## src/hdl/arc_point_sampler_defines.svh

```systemverilog
// ----------------------------------------------------------------------------
// arc_point_sampler_defines
// Assertion macros shared by the arc point sampler modules.
// ----------------------------------------------------------------------------
`ifndef ARC_POINT_SAMPLER_DEFINES_SVH
`define ARC_POINT_SAMPLER_DEFINES_SVH
`ifndef SYNTHESIS
`define APS_ASSERT_IMP(label, clk, rst_n, ante, cons) \
    label: assert property (@(posedge clk) disable iff (!rst_n) (ante) |-> (cons)) \
        else $error("assertion failed");
`define APS_ASSERT_NEXT(label, clk, rst_n, ante, cons) \
    label: assert property (@(posedge clk) disable iff (!rst_n) (ante) |=> (cons)) \
        else $error("assertion failed");
`else
`define APS_ASSERT_IMP(label, clk, rst_n, ante, cons)
`define APS_ASSERT_NEXT(label, clk, rst_n, ante, cons)
`endif
`endif

```

## src/hdl/aps_pkg.sv

```systemverilog
// ----------------------------------------------------------------------------
// aps_pkg
// Shared types and constants of the arc point sampler.
// ----------------------------------------------------------------------------
package aps_pkg;
    localparam int COORD_BITS = 24;
    localparam int ANGLE_BITS = 24;
    localparam int ITERS = 16;
    localparam int ITER_BITS = 4;
    localparam int STEP_BITS = 6;
    localparam int MAX_STEPS = 63;
    localparam int CW = 48;
    localparam logic [ANGLE_BITS-1:0] HALF_TURN = 24'h800000;
    localparam logic signed [CW-1:0] GAIN_Q30 = 48'sd652032875;

    typedef enum logic [2:0] {
        ST_IDLE, ST_SETUP, ST_DIV, ST_VEC, ST_ROT, ST_MUL, ST_OUT
    } state_t;

    typedef struct packed {
        logic load;
        logic div_step;
        logic vec_step;
        logic rot_start;
        logic rot_step;
        logic mul;
        logic out_load;
        logic advance;
        logic [ITER_BITS-1:0] iter;
    } cmd_t;

    typedef struct packed {
        logic div_done;
        logic last_point;
    } sts_t;

    function automatic logic [ANGLE_BITS-1:0] atan_entry(input logic [ITER_BITS-1:0] i);
        case (i)
            4'd0: atan_entry = 24'd2097152;
            4'd1: atan_entry = 24'd1238021;
            4'd2: atan_entry = 24'd654136;
            4'd3: atan_entry = 24'd332050;
            4'd4: atan_entry = 24'd166669;
            4'd5: atan_entry = 24'd83416;
            4'd6: atan_entry = 24'd41718;
            4'd7: atan_entry = 24'd20860;
            4'd8: atan_entry = 24'd10430;
            4'd9: atan_entry = 24'd5215;
            4'd10: atan_entry = 24'd2608;
            4'd11: atan_entry = 24'd1304;
            4'd12: atan_entry = 24'd652;
            4'd13: atan_entry = 24'd326;
            4'd14: atan_entry = 24'd163;
            4'd15: atan_entry = 24'd81;
            default: atan_entry = 24'd0;
        endcase
    endfunction
endpackage

```

## src/hdl/aps_control.sv

```systemverilog
// ----------------------------------------------------------------------------
// aps_control
// Sequencer: division, vectoring, then one rotation per point.
// ----------------------------------------------------------------------------
`include "arc_point_sampler_defines.svh"
module aps_control
    import aps_pkg::*;
(
    input  logic clk,
    input  logic rst_n,
    input  logic in_valid,
    output logic in_stall,
    output logic out_valid,
    input  logic out_stall,
    input  sts_t sts,
    output cmd_t cmd
);
    state_t state_reg, state_next;
    logic [ITER_BITS-1:0] it_reg, it_next;
    logic ov_reg, ov_next;

    always_ff @(posedge clk or negedge rst_n)
    begin
        if (!rst_n)
        begin
            state_reg <= ST_IDLE;
            it_reg <= '0;
            ov_reg <= 1'b0;
        end
        else
        begin
            state_reg <= state_next;
            it_reg <= it_next;
            ov_reg <= ov_next;
        end
    end

    always_comb
    begin
        state_next = state_reg;
        it_next = it_reg;
        ov_next = ov_reg && out_stall;
        cmd = '0;
        cmd.iter = it_reg;
        in_stall = 1'b1;
        case (state_reg)
            ST_IDLE:
            begin
                in_stall = 1'b0;
                if (in_valid)
                begin
                    cmd.load = 1'b1;
                    state_next = ST_DIV;
                end
            end
            ST_DIV:
            begin
                if (sts.div_done)
                begin
                    it_next = '0;
                    state_next = ST_VEC;
                end
                else
                begin
                    cmd.div_step = 1'b1;
                end
            end
            ST_VEC:
            begin
                cmd.vec_step = 1'b1;
                it_next = it_reg + ITER_BITS'(1);
                if (it_reg == ITER_BITS'(ITERS - 1))
                begin
                    state_next = ST_SETUP;
                end
            end
            ST_SETUP:
            begin
                cmd.rot_start = 1'b1;
                it_next = '0;
                state_next = ST_ROT;
            end
            ST_ROT:
            begin
                cmd.rot_step = 1'b1;
                it_next = it_reg + ITER_BITS'(1);
                if (it_reg == ITER_BITS'(ITERS - 1))
                begin
                    state_next = ST_MUL;
                end
            end
            ST_MUL:
            begin
                cmd.mul = 1'b1;
                state_next = ST_OUT;
            end
            ST_OUT:
            begin
                if (!ov_reg || !out_stall)
                begin
                    cmd.out_load = 1'b1;
                    ov_next = 1'b1;
                    if (sts.last_point)
                    begin
                        state_next = ST_IDLE;
                    end
                    else
                    begin
                        cmd.advance = 1'b1;
                        state_next = ST_SETUP;
                    end
                end
            end
            default:
            begin
                state_next = ST_IDLE;
            end
        endcase
    end

    assign out_valid = ov_reg;

    `APS_ASSERT_IMP(a_stall_busy, clk, rst_n, state_reg != ST_IDLE, in_stall)
    `APS_ASSERT_NEXT(a_out_after, clk, rst_n, cmd.out_load, ov_reg)
    `APS_ASSERT_IMP(a_no_overrun, clk, rst_n, cmd.out_load, !ov_reg || !out_stall)
endmodule
```

## config.mk

```make
export PLATFORM = sky130hd
export DESIGN_NAME = aps_control
export DESIGN_NICKNAME = d
export VERILOG_FILES = /design/src/hdl/aps_pkg.sv /design/src/hdl/aps_control.sv
export VERILOG_INCLUDE_DIRS = /design/src /design/src/hdl
export SDC_FILE = /design/constraint.sdc
export NUM_CORES = 1
export LEC_CHECK = 0
export CAP_MARGIN = 0
export CORE_UTILIZATION = 45
export CTS_CLUSTER_DIAMETER = 50
export DETAILED_ROUTE_END_ITERATION = 10
export DONT_BUFFER_PORTS = 1
export PLACE_DENSITY_LB_ADDON = 0.1
export SLEW_MARGIN = 10
export SYNTH_ARGS = -nofsm -noshare
export SYNTH_HDL_FRONTEND = slang
export SYNTH_SLANG_ARGS = --single-unit
```

## constraint.sdc

```tcl
create_clock -name clk -period 1.75 [get_ports clk]
set_input_delay 0.175 -clock clk [delete_from_list [all_inputs] [get_ports clk]]
set_output_delay 0.175 -clock clk [all_outputs]
set_load 0.05 [all_outputs]
```

# ---- Word-level counts from Yosys, hierarchy flattened
# Cells that the tools add are included.
dict set report totals {
  elab_cells 48
  latch_bits 0
  mem_count 0
  input_bits 6
  regBits 8
  mem_bits_ro 0
  ram_bits 0
  out_inout_bits 14
}
dict set report op_classes {
  n_shift 0
  bitwise 0
  n_div 0
  reduce_logical 9
  eq_ne 12
  add_sub_neg 1
  n_mux 23
  n_lt_le_gt_ge 0
  mul 0
}
# operator count
set ops {}
lappend ops {{3-bit case mux with 7 select lines} 1}
lappend ops {{3-bit 2-to-1 mux} 5}
lappend ops {{1-bit 2-to-1 mux} 13}
lappend ops {{4-bit case mux with 3 select lines} 1}
lappend ops {{2-bit inequality test (second input constant)} 5}
lappend ops {{3-bit equality test (second input constant)} 3}
lappend ops {{3-bit by 2-bit equality test with 1-bit output (second input constant)} 2}
lappend ops {{5-bit AND reduction} 1}
lappend ops {{4-bit by 1-bit adder with 4-bit output (second input constant)} 1}
lappend ops {{4-bit equality test (second input constant)} 1}
lappend ops {{2-bit 2-to-1 mux} 2}
lappend ops {{4-bit 2-to-1 mux} 1}
lappend ops {{3-bit by 1-bit equality test with 1-bit output (second input constant)} 1}
lappend ops {{3-bit zero test} 1}
lappend ops {{3-bit nonzero test} 1}
lappend ops {{1-bit zero test} 2}
lappend ops {{2-bit AND reduction} 1}
lappend ops {{2-bit OR reduction} 1}
lappend ops {{1-bit logical AND} 1}
lappend ops {{1-bit logical OR} 1}

# ---- Longest topological paths before layout
dict set report logic_depth {
  ltp_word 4
  depth_mapped 5
  depth_no_buf 4
}

# ---- Worst setup path after synthesis
# Ideal clock, no wire load.
dict set report synth_timing {
  path_type {reg2out}
  start {register state_reg[0]}
  end {output cmd[4] (netlist bit)}
  n_path_buf 1
  arrival_ps 2321
  required_time_ps 1575
  setup_slack_ps -746
  stages_incl_launch_ff 5
  path_cell_list {dfrtp_1 > buf_4 > nand3b_1 > a21oi_1 > nor2b_1}
}
# element line
set synth_rtl {}
lappend synth_rtl {{start: declaration} aps_control.sv:18} ;# state_t state_reg, state_next;
lappend synth_rtl {{start signal: assignment} aps_control.sv:32} ;# state_reg <= state_next;
lappend synth_rtl {{end: declaration} aps_control.sv:16} ;# output cmd_t cmd

==> summary.md <==
| Metric | Value |
|---|---|
| Diodes inserted | 0 |
| Initial antenna violation count | 0 |
| Core ar. | 1330 um2 |
| Setup crit start kind | flip-flop |
| I/O Buffers | 0 |
| Total wire length | about 1500 um |
| Outcome | complete, no violations |
| Final Hold Fails | 0 |
| GP Congestion | 0.812 |
| Clock transition at path regs | 0.06 ns |
| Max Fclk | just over 600 MHz |
| Drt via density | 5.91 |
| Worst slew pin tran | 0.377 ns |
| FP Rows | 13 |
| CP Buf/Inv Count | 1 |
| TritonCTS clock tree | built |
| CP Capture Type | output pin |
| DIE AREA | 1640 um2 |
| Final net count | 104 |
| WL/cell | 13.7 um |
| Synth Flop Type | dfrtp_1 |
| Cell variety after synth | 38 |
| Final setup fails | 0 |
| RSZ-0062 raised after global routing | false |
| Fin crit share | 92.0% |
| I/O pin count | 20 |
| Max Cap Viol | 0 |
| Largest net degree at the start of global routing | 19 |
| HP Class | in -> reg |
| Yosys warns | 0 |
| Gr ovfl total | 0 |
| Worst EP required | 1.57 ns |
| Clk sink count | 8 |
| Synthesized netlist cell count | 80 |
| DR vias | 650 |
| Die height | 40.5 um |
| First-pass iteration count of the detailed router | 4 |
| Crit path max-delay family | flip-flops |
| Worst-skew pair later-pin latency | approximately 0.25 ns |
| Total CTS buffers | 3 |
| #FFs+latches synth | 8 |
| Async set-reset flop share out of synthesis | 100% |
| Antenna-violating nets left | 0 |
| Non-Filler Instances | 110 |
| Synth-to-Final Area Change | 26.3% |
| Min cycle time layout | approximately 1.6 ns |
| H-tree lvl count | 1 |
| Post-Syn Nets | 87 |
| Slowest-stage cell, CP | dfrtp_2 |
| Seq/Total Area, Yosys | 30.0% |
| Kind of critical path | reg -> out |
| Final TNS setup | 0 ns |
| Avg Cell Area, Syn | 8.34 um2 |
| Dpl cells | 106 |
| Vias in the first global route | 530 |
| Layout cells sized above 1 | 29.5% |
| Final Max Slew Viols | 0 |
| Pwr dens | roughly 2200 nW/um2 |
| Root Buffer | clkbuf_4 |
| Drt drc | 0 |
| Max FFs per register | 4 |
| Global-route wire length before repair | 2390 um |
| Max-slew headroom | roughly 75% |
| Worst EP arrival | approximately 1.4 ns |
| Post-DP HPWL | 1160 um |
| Leading cell type in the layout, fill and taps excluded | buf_4 |
| Layout Skew | approximately 0.0075 ns |
| All-Layer GR Usage | 22.5% |
| Crit-path cells | nand3b_1 > a21oi_2 > nor2b_2 > buf_12 |
| Total power | between 1.5 and 2 mW |
| Static Leakage | 0.367 nW |
| Starting Density | 50.0% |
| Die X | 40.5 um |
| Critical path peak fanout | 13 |
| EDFF count, synth | 0 |
| Post-Syn Area | 667 um2 |
| Clock tree buffer depth | 2 |
| Peak supply drop | 0.980 mV |
| Most frequent cells in the layout | buf_4 (15), nor2_1 (6), a21oi_1 (6), dfrtp_1 (6) |
| Initial DRC count | 21 |
| Worst path max stage delay | roughly 0.49 ns |
==> layer usage <==
| layer | wire (um) | up-vias | track usage, % |
|---|---|---|---|
| met5 | 0 | - | 0 |
| met4 | 8 | 0 | 4.17 |
| met3 | 83 | 2 | 11.7 |
| met2 | 699 | 19 | 32.1 |
| met1 | 720 | 296 | 30.0 |
| li1 | - | 333 | - |
==> cells by family after synthesis <==
| logic type | after synthesis | share of synthesized area (%) |
|---|---|---|
| buf+inv | 9 | 8.82 |
| compound gates | 25 | 26.6 |
| fa+ha+maj | 1 | 1.88 |
| flops | 8 | 30.0 |
| simple gates | 37 | 32.6 |
==> Yosys cell counts (2+ instances only) <==
master	count	area [um2]
nor3b_1	3	22.5
o21ai_0	3	15.0
and3b_1	2	17.5
and3_1	2	12.5
inv_1	3	11.3
nor3_1	3	15.0
nand2_1	4	15.0
and2b_1	2	15.0
buf_2	2	10.0
a21oi_1	7	35.0
o21bai_1	2	15.0
buf_4	2	15.0
o21ai_1	2	10.0
nor2_1	6	22.5
dfrtp_1	8	200
and2_1	4	25.0
nand3_1	3	15.0
buf_6	2	22.5
==> per-stage QoR <==
step                hold WS (ns)  setup slack (ns)  utilization [%]  area [um2]
finish                    0.0741             0.141             63.1         842
global route              0.0516            0.0285             63.1         842
CTS                       0.0636            0.0696             63.0         841
detailed placement        -0.120             0.268             60.5         807
global placement          -0.120             0.274             60.5         807
floorplan                 -0.121            -0.211                -         683
==> final timing paths <==
check,from,end,slack (ns),cells past startpoint
hold reg to reg,state_reg[2],out_valid,0.68,2
min in group asynchronous,rst_n,it_reg[2],0.27,1
hold / removal,out_stall,out_valid,0.07,2
max in group asynchronous,rst_n,state_reg[1],1.18,1
setup reg to reg,state_reg[0],it_reg[3],0.37,4
setup / recovery,state_reg[0],cmd[4],0.14,4
==> power breakdown <==
group / internal (mW) / leakage, nW / switching [mW] / total, mW
logic: 0.482 / 0.252 / 0.828 / 1.31
clock network: 0.0784 / 0.0138 / 0.0611 / 0.140
registers: 0.269 / 0.100 / 0.148 / 0.416
==> area by class of cell <==
type / count / area, um2
Fill cell: 126 / 492
Multi-Input combinational cell: 63 / 424
Tap cell: 15 / 18.8
Sequential cell: 8 / 203
Timing Repair Buffer: 18 / 163
Clock buffer: 3 / 22.5
Inverter: 3 / 11.3
==> repair_timing <==
action                                  in CTS  in global routing
buffers inserted                             0                  0
gates resized for setup                      1                  1
hold endpoints to repair                     8                  0
hold buffers                                 1                  0
endpoints found under the setup margin       1                  2
(Power assumes the default switching activity.)
